$ cat src/sv/load_rebalance_transfer_planner_core_defines.svh
// Assertion macros shared by the planner modules.
`ifndef LOAD_REBALANCE_TRANSFER_PLANNER_CORE_DEFINES_SVH
`define LOAD_REBALANCE_TRANSFER_PLANNER_CORE_DEFINES_SVH
`ifndef SYNTHESIS
`define LRTP_ASSERT(label, clk, rst, prop, msg) \
   label: assert property (@(posedge clk) disable iff (rst) prop) else $error(msg);
`define LRTP_ASSERT_NORST(label, clk, prop, msg) \
   label: assert property (@(posedge clk) prop) else $error(msg);
`else
`define LRTP_ASSERT(label, clk, rst, prop, msg)
`define LRTP_ASSERT_NORST(label, clk, prop, msg)
`endif
`endif

$ cat src/sv/lrtp_pkg.sv
package lrtp_pkg;
   localparam logic [1:0] ACT_NONE = 2'd0;
   localparam logic [1:0] ACT_SEND = 2'd1;
   localparam logic [1:0] ACT_RECV = 2'd2;

   typedef struct packed {
      logic [1:0]  action;
      logic [3:0]  partner;
      logic [31:0] amount;
      logic        last_result;
   } rsp_type;
endpackage

$ cat src/sv/lrtp_plan.sv
module lrtp_plan
   import lrtp_pkg::*;
#(
   parameter int MAX_RANKS = 16,
   parameter int IW = $clog2(MAX_RANKS),
   parameter int CW = $clog2(MAX_RANKS + 1)
) (
   input  logic          clock,
   input  logic          reset,
   input  logic          in_valid,
   output logic          in_ready,
   input  logic [31:0]   in_load,
   input  logic          in_last,
   input  logic [3:0]    own_rank,
   output logic          out_valid,
   input  logic          out_ready,
   output rsp_type       out_data
);
   localparam int SW = 32 + CW;
   localparam logic [3:0] S_LOAD = 4'd0;
   localparam logic [3:0] S_DIV  = 4'd1;
   localparam logic [3:0] S_OWN  = 4'd2;
   localparam logic [3:0] S_SSCN = 4'd3;
   localparam logic [3:0] S_RSCN = 4'd4;
   localparam logic [3:0] S_STEP = 4'd5;
   localparam logic [3:0] S_EMIT = 4'd6;
   localparam logic [3:0] S_DONE = 4'd7;
   localparam logic [3:0] S_SRD  = 4'd8;
   localparam logic [3:0] S_RRD  = 4'd9;
   localparam logic [3:0] S_OWNR = 4'd10;
   localparam int KW = $clog2(MAX_RANKS);

   logic [31:0]   mem [MAX_RANKS];
   logic [31:0]   rd_ff;
   logic [IW-1:0] rd_addr;
   logic          rd_en;

   logic [3:0]    state_ff, state_in;
   logic [CW-1:0] cnt_ff, cnt_in, n_ff, n_in;
   logic [SW-1:0] sum_ff, sum_in;
   logic [SW-1:0] rem_ff, rem_in;
   logic [31:0]   q_ff, q_in;
   logic [5:0]    dbit_ff, dbit_in;
   logic [CW-1:0] r_ff, r_in;
   logic [CW-1:0] sc_ff, sc_in, rc_ff, rc_in;
   logic [32:0]   sr_ff, sr_in, rr_ff, rr_in;
   logic [KW:0]   k_ff, k_in;
   logic          own_ok;
   logic [32:0]   tgt, mag;
   logic          is_surp, is_def;
   logic [CW-1:0] cur;
   logic [32:0]   t_amt;
   logic          pend_ff, pend_in;
   rsp_type       pend_d_ff, pend_d_in;
   logic          push;
   rsp_type       push_d;
   logic [SW-1:0] trial;
   logic          fin;

   // Classification of the entry just read (rd_ff) at rank cur.
   always_comb begin
      tgt = {1'b0, q_ff} + ((cur < r_ff) ? 33'd1 : 33'd0);
      is_surp = {1'b0, rd_ff} > tgt;
      is_def  = {1'b0, rd_ff} < tgt;
      mag = is_surp ? ({1'b0, rd_ff} - tgt) : (tgt - {1'b0, rd_ff});
      t_amt = (sr_ff < rr_ff) ? sr_ff : rr_ff;
      trial = {rem_ff[SW-2:0], sum_ff[SW-1]};
   end
   assign own_ok = 32'(own_rank) < 32'(n_ff);

   always_ff @(posedge clock) begin
      if (in_valid && in_ready && cnt_ff < CW'(MAX_RANKS)) begin
         mem[cnt_ff[IW-1:0]] <= in_load;
      end
      if (rd_en) begin
         rd_ff <= mem[rd_addr];
      end
   end

   assign in_ready = (state_ff == S_LOAD);
   assign fin = (state_ff == S_DONE);

   always_comb begin
      state_in = state_ff; cnt_in = cnt_ff; n_in = n_ff; sum_in = sum_ff;
      rem_in = rem_ff; q_in = q_ff; dbit_in = dbit_ff; r_in = r_ff;
      sc_in = sc_ff; rc_in = rc_ff; sr_in = sr_ff; rr_in = rr_ff; k_in = k_ff;
      cur = sc_ff; rd_en = 1'b0; rd_addr = '0;
      push = 1'b0; push_d = '0;
      unique case (state_ff)
         S_LOAD: begin
            if (in_valid) begin
               if (cnt_ff < CW'(MAX_RANKS)) begin
                  cnt_in = cnt_ff + 1'b1;
                  sum_in = sum_ff + SW'(in_load);
               end
               if (in_last) begin
                  n_in = (cnt_ff < CW'(MAX_RANKS)) ? cnt_ff + 1'b1 : cnt_ff;
                  cnt_in = '0;
                  rem_in = '0; q_in = '0; dbit_in = 6'(SW);
                  state_in = S_DIV;
               end
            end
         end
         S_DIV: begin
            // Restoring division, one quotient bit a cycle.
            if (trial >= SW'(n_ff)) begin
               rem_in = trial - SW'(n_ff);
               q_in = {q_ff[30:0], 1'b1};
            end else begin
               rem_in = trial;
               q_in = {q_ff[30:0], 1'b0};
            end
            sum_in = {sum_ff[SW-2:0], 1'b0};
            dbit_in = dbit_ff - 1'b1;
            if (dbit_ff == 6'd1) begin
               r_in = (trial >= SW'(n_ff)) ? CW'(trial - SW'(n_ff)) : CW'(trial);
               k_in = '0;
               if (own_ok) begin
                  rd_en = 1'b1; rd_addr = IW'(own_rank);
                  state_in = S_OWNR;
               end else begin
                  state_in = S_OWN;
               end
            end
         end
         S_OWNR: begin
            sc_in = CW'(own_rank);
            state_in = S_OWN;
         end
         S_OWN: begin
            cur = sc_ff;
            if (own_ok && (is_surp || is_def)) begin
               sc_in = '0; rc_in = '0;
               rr_in = '0;
               rd_en = 1'b1; rd_addr = '0;
               state_in = S_SRD;
            end else begin
               push = 1'b1;
               push_d = '{ACT_NONE, 4'd0, 32'd0, 1'b1};
               state_in = S_EMIT;
            end
         end
         S_SRD: state_in = S_SSCN;
         S_SSCN: begin
            cur = sc_ff;
            if (sc_ff < n_ff && !is_surp) begin
               sc_in = sc_ff + 1'b1;
               rd_en = 1'b1; rd_addr = IW'(sc_ff + 1'b1);
               state_in = S_SRD;
            end else begin
               if (sc_ff < n_ff) sr_in = mag;
               // A receiver with deficit left keeps it; only a used-up one is replaced.
               if (rr_ff == '0) begin
                  rd_en = 1'b1; rd_addr = IW'(rc_ff);
                  state_in = S_RRD;
               end else begin
                  state_in = S_STEP;
               end
            end
         end
         S_RRD: state_in = S_RSCN;
         S_RSCN: begin
            cur = rc_ff;
            if (rc_ff >= n_ff) begin
               state_in = S_STEP;
            end else if (is_def) begin
               rr_in = mag;
               state_in = S_STEP;
            end else begin
               rc_in = rc_ff + 1'b1;
               rd_en = 1'b1; rd_addr = IW'(rc_ff + 1'b1);
               state_in = S_RRD;
            end
         end
         S_STEP: begin
            if (sc_ff >= n_ff || rc_ff >= n_ff) begin
               if (k_ff == '0) begin
                  push = 1'b1;
                  push_d = '{ACT_NONE, 4'd0, 32'd0, 1'b1};
               end
               state_in = S_DONE;
            end else if (!pend_ff || out_ready) begin
               // Only one of the two matches can hold, since a rank is one kind.
               if (sc_ff == CW'(own_rank) && k_ff < (KW+1)'(MAX_RANKS - 1)) begin
                  push = 1'b1;
                  push_d = '{ACT_SEND, 4'(rc_ff), t_amt[31:0], 1'b0};
                  k_in = k_ff + 1'b1;
               end else if (rc_ff == CW'(own_rank) && k_ff < (KW+1)'(MAX_RANKS - 1)) begin
                  push = 1'b1;
                  push_d = '{ACT_RECV, 4'(sc_ff), t_amt[31:0], 1'b0};
                  k_in = k_ff + 1'b1;
               end
               sr_in = sr_ff - t_amt;
               rr_in = rr_ff - t_amt;
               if (sr_ff == t_amt) begin
                  sc_in = sc_ff + 1'b1;
                  rd_en = 1'b1; rd_addr = IW'(sc_ff + 1'b1);
                  state_in = S_SRD;
               end else begin
                  rc_in = rc_ff + 1'b1;
                  rd_en = 1'b1; rd_addr = IW'(rc_ff + 1'b1);
                  state_in = S_RRD;
               end
               if (sr_ff == t_amt && rr_ff == t_amt) begin
                  // Both advance: sender scan, then receiver scan from next.
                  rc_in = rc_ff + 1'b1;
               end
            end
         end
         S_DONE: state_in = S_EMIT;
         S_EMIT: begin
            if (!pend_ff) begin
               sum_in = '0;
               state_in = S_LOAD;
            end
         end
         default: state_in = S_LOAD;
      endcase
   end

   // Hold one result back so the last one can be marked before release.
   always_comb begin
      pend_in = pend_ff; pend_d_in = pend_d_ff; out_valid = 1'b0; out_data = pend_d_ff;
      if (pend_ff && (pend_d_ff.last_result || push || fin)) begin
         out_valid = 1'b1;
         out_data = pend_d_ff;
         if (fin && !push) out_data.last_result = 1'b1;
      end
      if (out_valid && out_ready) pend_in = 1'b0;
      if (fin && pend_ff && !out_ready) begin
         pend_d_in.last_result = 1'b1;
      end
      if (push) begin
         pend_in = 1'b1;
         pend_d_in = push_d;
      end
   end

   always_ff @(posedge clock) begin
      if (reset) begin
         state_ff <= S_LOAD;
         cnt_ff <= '0;
         sum_ff <= '0;
         pend_ff <= 1'b0;
         k_ff <= '0;
      end else begin
         state_ff <= state_in;
         cnt_ff <= cnt_in;
         sum_ff <= sum_in;
         pend_ff <= pend_in;
         k_ff <= k_in;
      end
      n_ff <= n_in; rem_ff <= rem_in; q_ff <= q_in; dbit_ff <= dbit_in;
      r_ff <= r_in; sc_ff <= sc_in; rc_ff <= rc_in; sr_ff <= sr_in; rr_ff <= rr_in;
      pend_d_ff <= pend_d_in;
   end

   `include "load_rebalance_transfer_planner_core_defines.svh"
   `LRTP_ASSERT(a_push_space, clock, reset, push |-> (!pend_ff || out_ready), "result overwritten")
   `LRTP_ASSERT(a_load_only_idle, clock, reset, (in_valid && in_ready) |-> state_ff == S_LOAD, "load outside idle")
   `LRTP_ASSERT(a_k_bound, clock, reset, k_ff <= (KW+1)'(MAX_RANKS - 1), "too many results")
endmodule

$ cat src/sv/lrtp_queue.sv
module lrtp_queue
   import lrtp_pkg::*;
(
   input  logic    clock,
   input  logic    reset,
   input  logic    wr_valid,
   output logic    wr_ready,
   input  rsp_type wr_data,
   output logic    rd_valid,
   input  logic    rd_ready,
   output rsp_type rd_data
);
   rsp_type    q_ff [2];
   logic [1:0] cnt_ff;
   logic       wp_ff, rp_ff;
   logic       wr, rd;

   assign wr_ready = cnt_ff != 2'd2;
   assign rd_valid = cnt_ff != 2'd0;
   assign rd_data = q_ff[rp_ff];
   assign wr = wr_valid && wr_ready;
   assign rd = rd_valid && rd_ready;

   always_ff @(posedge clock) begin
      if (wr) q_ff[wp_ff] <= wr_data;
      if (reset) begin
         cnt_ff <= '0; wp_ff <= 1'b0; rp_ff <= 1'b0;
      end else begin
         if (wr) wp_ff <= ~wp_ff;
         if (rd) rp_ff <= ~rp_ff;
         cnt_ff <= cnt_ff + {1'b0, wr} - {1'b0, rd};
      end
   end

   `include "load_rebalance_transfer_planner_core_defines.svh"
   `LRTP_ASSERT(a_q_cnt, clock, reset, cnt_ff != 2'd3, "queue count invalid")
   `LRTP_ASSERT(a_q_ptr, clock, reset, (cnt_ff == 2'd1) |-> (wp_ff != rp_ff), "queue pointers disagree")
   `LRTP_ASSERT(a_q_full, clock, reset, (cnt_ff == 2'd2) |-> (wp_ff == rp_ff), "queue full pointers")
endmodule

$ cat src/sv/load_rebalance_transfer_planner_core.sv
// Channel | Ports                                   | Direction
// req     | req_push, req_full, req_load, req_last_load | in
// rsp     | rsp_pop, rsp_empty, rsp_action..last_result | out
// csr     | csr_valid, csr_ready, csr_own_rank          | in
// Loads are taken one per cycle until the last load of a set.
// Planning then runs a restoring division, classifies the own rank, scans the ranks
// for senders and receivers, takes matching steps and finishes.
// Reset is synchronous; it clears the set count and empties the result queue.
// A full result queue stalls the walk; new loads wait until the plan is emitted.
module load_rebalance_transfer_planner_core
   import lrtp_pkg::*;
#(
   parameter int MAX_RANKS = 16
) (
   input  logic        clock,
   input  logic        reset,
   input  logic        req_push,
   output logic        req_full,
   input  logic [31:0] req_load,
   input  logic        req_last_load,
   output logic        rsp_empty,
   input  logic        rsp_pop,
   output logic [1:0]  rsp_action,
   output logic [3:0]  rsp_partner,
   output logic [31:0] rsp_amount,
   output logic        rsp_last_result,
   input  logic        csr_valid,
   output logic        csr_ready,
   input  logic [3:0]  csr_own_rank
);
   logic [3:0] own_ff;
   logic       pv, pr, qv;
   logic       rdy;
   rsp_type    pd, qd;

   assign csr_ready = 1'b1;
   always_ff @(posedge clock) begin
      if (reset) own_ff <= '0;
      else if (csr_valid) own_ff <= csr_own_rank;
   end

   lrtp_plan #(.MAX_RANKS(MAX_RANKS)) u_plan (
      .clock, .reset, .in_valid(req_push), .in_ready(rdy), .in_load(req_load),
      .in_last(req_last_load), .own_rank(own_ff), .out_valid(pv), .out_ready(pr),
      .out_data(pd)
   );
   assign req_full = !rdy;

   lrtp_queue u_queue (
      .clock, .reset, .wr_valid(pv), .wr_ready(pr), .wr_data(pd),
      .rd_valid(qv), .rd_ready(rsp_pop), .rd_data(qd)
   );
   assign rsp_empty = !qv;
   assign rsp_action = qd.action;
   assign rsp_partner = qd.partner;
   assign rsp_amount = qd.amount;
   assign rsp_last_result = qd.last_result;
endmodule
$ cat config.mk
export PLATFORM = sky130hd
export DESIGN_NAME = load_rebalance_transfer_planner_core
export DESIGN_NICKNAME = d
export VERILOG_FILES = /design/src/sv/lrtp_pkg.sv /design/src/sv/lrtp_plan.sv /design/src/sv/lrtp_queue.sv /design/src/sv/load_rebalance_transfer_planner_core.sv
export VERILOG_INCLUDE_DIRS = /design/src /design/src/sv
export SDC_FILE = /design/constraint.sdc
export NUM_CORES = 2
export LEC_CHECK = 0
export BUFFER_PORTS_ARGS = -buffer_cell sky130_fd_sc_hd__buf_2
export CAP_MARGIN = 20
export CORE_ASPECT_RATIO = 0.9
export CORE_UTILIZATION = 25
export DETAILED_ROUTE_END_ITERATION = 7
export PLACE_DENSITY_LB_ADDON = 0.08
export SYNTH_ARGS = -nofsm -noshare
export SYNTH_HDL_FRONTEND = slang
export SYNTH_SLANG_ARGS = --single-unit
$ cat constraint.sdc
create_clock -name clock -period 17.68 [get_ports clock]
set_input_delay 4.42 -clock clock [delete_from_list [all_inputs] [get_ports clock]]
set_output_delay 4.42 -clock clock [all_outputs]
set_load 0.03 [all_outputs]
After elaboration in Yosys (flattened, before gate mapping)
Memories as Yosys holds them, arrays and structs flattened. A register that Yosys moved wholly into a read port is not among the register bits.
Index checks and enable logic that the tools add are counted.
- memory bits (writable): 590
- bits in registers: 259
- output and inout port bits: 42
- memories: 2
- bits of input ports: 42
- logic and storage cells: 245
- $lt $le $gt $ge: 11
- bitwise gates (word level): 2
- equality and inequality tests: 34
- multiplexer cells: 113
- reductions and logical operators: 47
- $add $sub $neg: 14
- memory list (memory ; words ; bits a word ; rd ports ; clocked after Yosys merged registers in ; wr ports ; line ; source):
    u_plan.mem ; 16 ; 32 ; 1 ; 1 ; 1 ; lrtp_plan.sv:33 ; logic [31:0] mem [MAX_RANKS];
    u_queue.q_ff ; 2 ; 39 ; 1 ; 1 ; 1 ; lrtp_queue.sv:13 ; rsp_type q_ff [2];
- operators by type and width (cell ; number):
    $mux 33 ; 11
    $mux 39 ; 4
    $mux 37 ; 3
    $pmux 37 s3 ; 1
    $mux 36 ; 3
    $mux 5 ; 20
    $pmux 33 s3 ; 1
    $mux 4 ; 21
    $pmux 39 s2 ; 1
    $pmux 36 s2 ; 1
    $eq 33x33->1 ; 2
    $pmux 33 s2 ; 1
    $sub 33x33->33 ; 2
    $mux 32 ; 2
    $pmux 32 s2 ; 1
    $pmux 4 s11 ; 1
    $add 37x32->37 ; 1
    $ge 37x5->1 ; 1
    $sub 36x5->36 ; 1
    $add 32x1->33 ; 1
    $gt 32x33->1 ; 1
    $logic_not 33->1 ; 1
    $lt 32x33->1 ; 1
    $lt 33x33->1 ; 1
    other kinds (45) ; 138

Longest topological paths before layout
- word-level depth: 17
- gate-level depth with buffers: 37
- gate-level depth less buffers: 31

By module
A second synthesis with hierarchy kept.
- cell total of the unflattened synthesis: 4437
- area total of the unflattened synthesis: 47360.4 um^2
- by module, submodules not included (module ; sequential area each (um^2) ; area each (um^2) ; cells an instance ; instances):
    lrtp_plan ; 23352.4 ; 44111.1 ; 4275 ; 1
    lrtp_queue ; 2442.3 ; 3090.5 ; 145 ; 1
    load_rebalance_transfer_planner_core ; 80.1 ; 158.9 ; 17 ; 1

Worst setup path before layout
OpenSTA, ideal clock, no wires.
- kind: input port to flip-flop
- from: in req_push
- to: reg u_plan.dbit_ff[0] (enable)
- path slack: 7.256 ns
- cell stages on the path: 2
- setup time: 0.609 ns
- path buffers: 0
- required time: 17.071 ns
- arrival time: 9.815 ns
- cell sequence: nand2_1 > o21ai_0
- longest elaborated chain between the ends: 2
- ends and longest elaborated chain (what ; line ; source):
    start, declared ; load_rebalance_transfer_planner_core.sv:17 ; input logic req_push,
    $ne 2x2->1 (no source line) ; - ;
    $reduce_and 3->1 (no source line) ; - ;
    end signal, assigned ; lrtp_plan.sv:253 ; n_ff <= n_in; rem_ff <= rem_in; q_ff <= q_in; dbit_ff <= dbit_in;
    end, declared ; lrtp_plan.sv:43 ; logic [5:0] dbit_ff, dbit_in;
Every way passes these cells.
A chain may end at the register's enable or synchronous reset.

Worst setup path in the final report
- from: reg u_plan.state_ff[2]
- to: reg u_plan.rd_ff[31] (read register of u_plan.mem) (data pin)
- longest elaborated chain between the ends: 10
- elaborated cells on any way between the ends: 24
- those cells by class: add/sub: 1; order compare: 3; eq/ne: 5; mux: 11; reduce/logical: 4
- ends and longest elaborated chain (what ; line ; source):
    start, declared ; lrtp_plan.sv:38 ; logic [3:0] state_ff, state_in;
    start signal, assigned ; lrtp_plan.sv:247 ; state_ff <= state_in;
    $eq 4x3->1 ; lrtp_plan.sv:89 ; unique case (state_ff)
    $mux 5 ; lrtp_plan.sv:89 ;
    $lt 5x5->1 ; lrtp_plan.sv:62 ; tgt = {1'b0, q_ff} + ((cur < r_ff) ? 33'd1 : 33'd0);
    $mux 1 ; lrtp_plan.sv:62 ;
    $add 32x1->33 ; lrtp_plan.sv:62 ;
    $gt 32x33->1 / $lt 32x33->1 (equally long branches) ; lrtp_plan.sv:63, lrtp_plan.sv:64 ;
    $logic_not 1->1 / $logic_or 1x1->1 (equally long branches) ; lrtp_plan.sv:146, lrtp_plan.sv:132 ;
    $logic_and 1x1->1, on equally long branches ; lrtp_plan.sv:146, lrtp_plan.sv:132 ;
    $mux 1, or another cell as far along ; lrtp_plan.sv:146 ; if (sc_ff < n_ff && !is_surp) begin
    $pmux 1 s5 / $pmux 4 s4 (equally long branches) ; lrtp_plan.sv:89 ;
    end, declared ; lrtp_plan.sv:34 ; logic [31:0] rd_ff;
Several ways; a longest one is shown, not always the timed one.

==> summary.txt <==
Outcome
  • Status: finished clean

GRT
  • Largest net degree at the start of global routing: 98
  • Grt ovf: 0
  • Global-route wire length before repair: 227000 um
  • Vias in the first global route: 32400
  • Initial antenna violation count: 9
  • Tot GR Track Use: 16.3%

Logic synthesis
  • Asr flop ratio synth: 0%
  • Cell variety after synth: 97
  • Synth Warn #: 0
  • Seq/Total Area, Yosys: 55.9%
  • Cell count after synthesis: 4044
  • Mapped Nets: 4319
  • Synth Flop Type: edfxtp_1
  • Post-synth EDFFs: 821
  • Netlist Area Pre-Place: 0.0463 sq mm
  • Mean post-synth cell area: 11.5 sq um
  • Yosys reg bits: 882

Timing
  • Final setup viols: 0
  • Fin crit period: 10.55 ns
  • Final hold vios: 0
  • Setup TNS: 0 ns
  • Final count of pins violating max slew: 0
  • Fin crit share: 59.7%
  • Worst-Margin Slew: 1.22 ns
  • Peak Freq: 0.0948 GHz
  • Setup Skew: 0.0781 ns
  • Hold Slack: 0.439 ns
  • PnR worst setup slack: 7.13 ns
  • Unrepaired setup endpoints after global routing: no
  • Slew headroom: 17.6%

Finish
  • Most common cell after layout, fill and taps aside: edfxtp_1
  • Area growth, synth to finish: 14.4%
  • Finished Cell Area: 0.0530 sq mm
  • Post-layout net count: 4364
  • Layout cells sized above 1: 10.1%
  • Most frequent cells in the layout: edfxtp_1, nand2_1, nor2_1, ha_1, a21oi_1
  • Final Util: 28.9%
  • Cell Count, Final, Fillers Out: 6602

Clocking
  • CTS clock-pin slew for the worst setup and hold paths: 0.06 ns
  • CTS resizes: 0
  • Clock Latency Late Sink: 0.75 ns
  • Clock sink count: 882
  • Max clock buf depth: 3
  • Htree depth: 3
  • CTS buffer count: 105
  • Hold-fix buffers, CTS: 0
  • Clk root buf: clkbuf_16
  • Post-CTS setup buffer count: 0
  • CTS tree: yes

Worst setup path
  • Startpoint types: flop
  • Worst Setup End Kind: flop
  • Flop2flop setup slack: 7.13 ns
  • Worst path most repeated cell: ha_1
  • Slowest cell on the critical path: nor4_1
  • Worst-path fanout max: 54
  • Slowest Stage Delay on Critical Path: 0.77 ns
  • Worst Path Arrival: 10.99 ns
  • Setup CP Type: reg -> reg
  • CP top delay family: simple AND/OR/NAND/NOR gates
  • CP required: 18.13 ns
  • Bufs and invs on worst path: 3

Drt
  • DR iter-0 viols: 2442
  • Drt drc: 0
  • Vias after detailed routing: 32200
  • Vias per cell: 4.88
  • Final WL: 155000 um
  • Avg WL per Cell: 23.5 um
  • ANT nets after route: 0
  • Drt pass-1 iters: 8

Placement
  • Post-placement cell area: 0.0496 sq mm
  • DPL Wire Length: 101000 um
  • Pre-CTS WS: 6.93 ns
  • Port buffer count: 82
  • Post-Place Cells: 6396
  • Gpl congestion: 0.786

Run
  • Max-cap violations: 0

Floorplan
  • Top-level I/O count: 84
  • Die Height: 410 um
  • Starting density of the core: 25.2%
  • Die width: 456 um
  • Core area: 0.184 sq mm
  • Num rows: 149
  • Die area: 0.187 sq mm

Power
  • P per Cell Area: 136 mW/mm^2
  • VDD IR-drop max: 0.0719 mV
  • Total power: 7.20 mW
  • Leakage: 19.4 nW

Worst hold path
  • Min-delay worst type: reg -> reg
[synthesized netlist by cell type (all sizes together), types with 115 or more instances]
cell | count | area share, %
nor2 | 313 | 2.6
a21oi | 231 | 2.5
mux2i | 144 | 3.1
nand3 | 190 | 2.1
edfxtp | 821 | 53
nand4 | 141 | 1.9
ha | 227 | 6.1
nand2 | 305 | 2.5
xnor2 | 115 | 2.2
inv | 171 | 1.4
clkbuf | 142 | 1.2
o21ai | 173 | 1.9
[area by class of cell]
type                       instances  area [sq um]
tap                             2416          3020
clock buffer                     143          2810
multi-input combinational       2780         19200
timing repair buffer             149           966
sequential                       882         25900
inverter                         171           642
clock inverter                    55           500
antenna                            6          15.0
fill                           18900        131000
[cells by family after synthesis]
family | synth area share [%]
xor gates and xnor gates | 3.65
AOI/OAI and AO/OA | 12.4
other | 0.00810
DFF | 55.9
adders and majority gates | 6.39
and+or+nand+nor | 13.9
muxes | 4.36
buffers and inverters | 3.40
[power by group]
group	switching (mW)	internal (mW)
logic	1.52	0.855
clock network	0.920	1.19
registers	0.174	2.54
[sequential cells by signal (all words and copies together) (netlist names), 6 cells and up, named ones only]
name,flops
u_plan.dbit_ff,6
u_plan.mem,512
u_plan.pend_d_ff,39
u_plan.rem_ff,36
u_plan.sr_ff,33
u_queue.q_ff,78
u_plan.q_ff,32
u_plan.rd_ff,32
u_plan.rr_ff,33
u_plan.sum_ff,37
[per-layer routing]
metal / GRT usage [%] / up-vias / wire length, um
li1: - / 15300 / -
met1: 22.5 / 16100 / 73800
met2: 27.0 / 580 / 72400
met3: 2.15 / 181 / 5720
met4: 3.93 / 0 / 3390
met5: 0 / - / 0
[worst register-to-register path: cells and delay by family (launching register included)]
family,cells,cell delay [ns]
mux,2,0.44
compound gates,6,2.05
fa+ha+maj,4,1.39
buf+inv,3,1.74
simple gates,15,3.68
flops,1,0.75
xor+xnor,1,0.19
[path summary, 6_finish.rpt]
| check | startpoint | to | depth (start not counted) |
|---|---|---|---|
| max reg2reg | u_plan.state_ff[2]$_SDFFE_PP0P_ | u_plan.rd_ff[31]$_DFFE_PP_ | 31 |
| max | u_plan.state_ff[2]$_SDFFE_PP0P_ | u_plan.rd_ff[31]$_DFFE_PP_ | 31 |
| min reg2reg | u_plan.pend_d_ff[2]$_DFFE_PP_ | u_queue.q_ff[1][2]$_DFFE_PP_ | 0 |
| min | u_plan.pend_d_ff[2]$_DFFE_PP_ | u_queue.q_ff[1][2]$_DFFE_PP_ | 0 |
(Power assumes the default switching activity.)
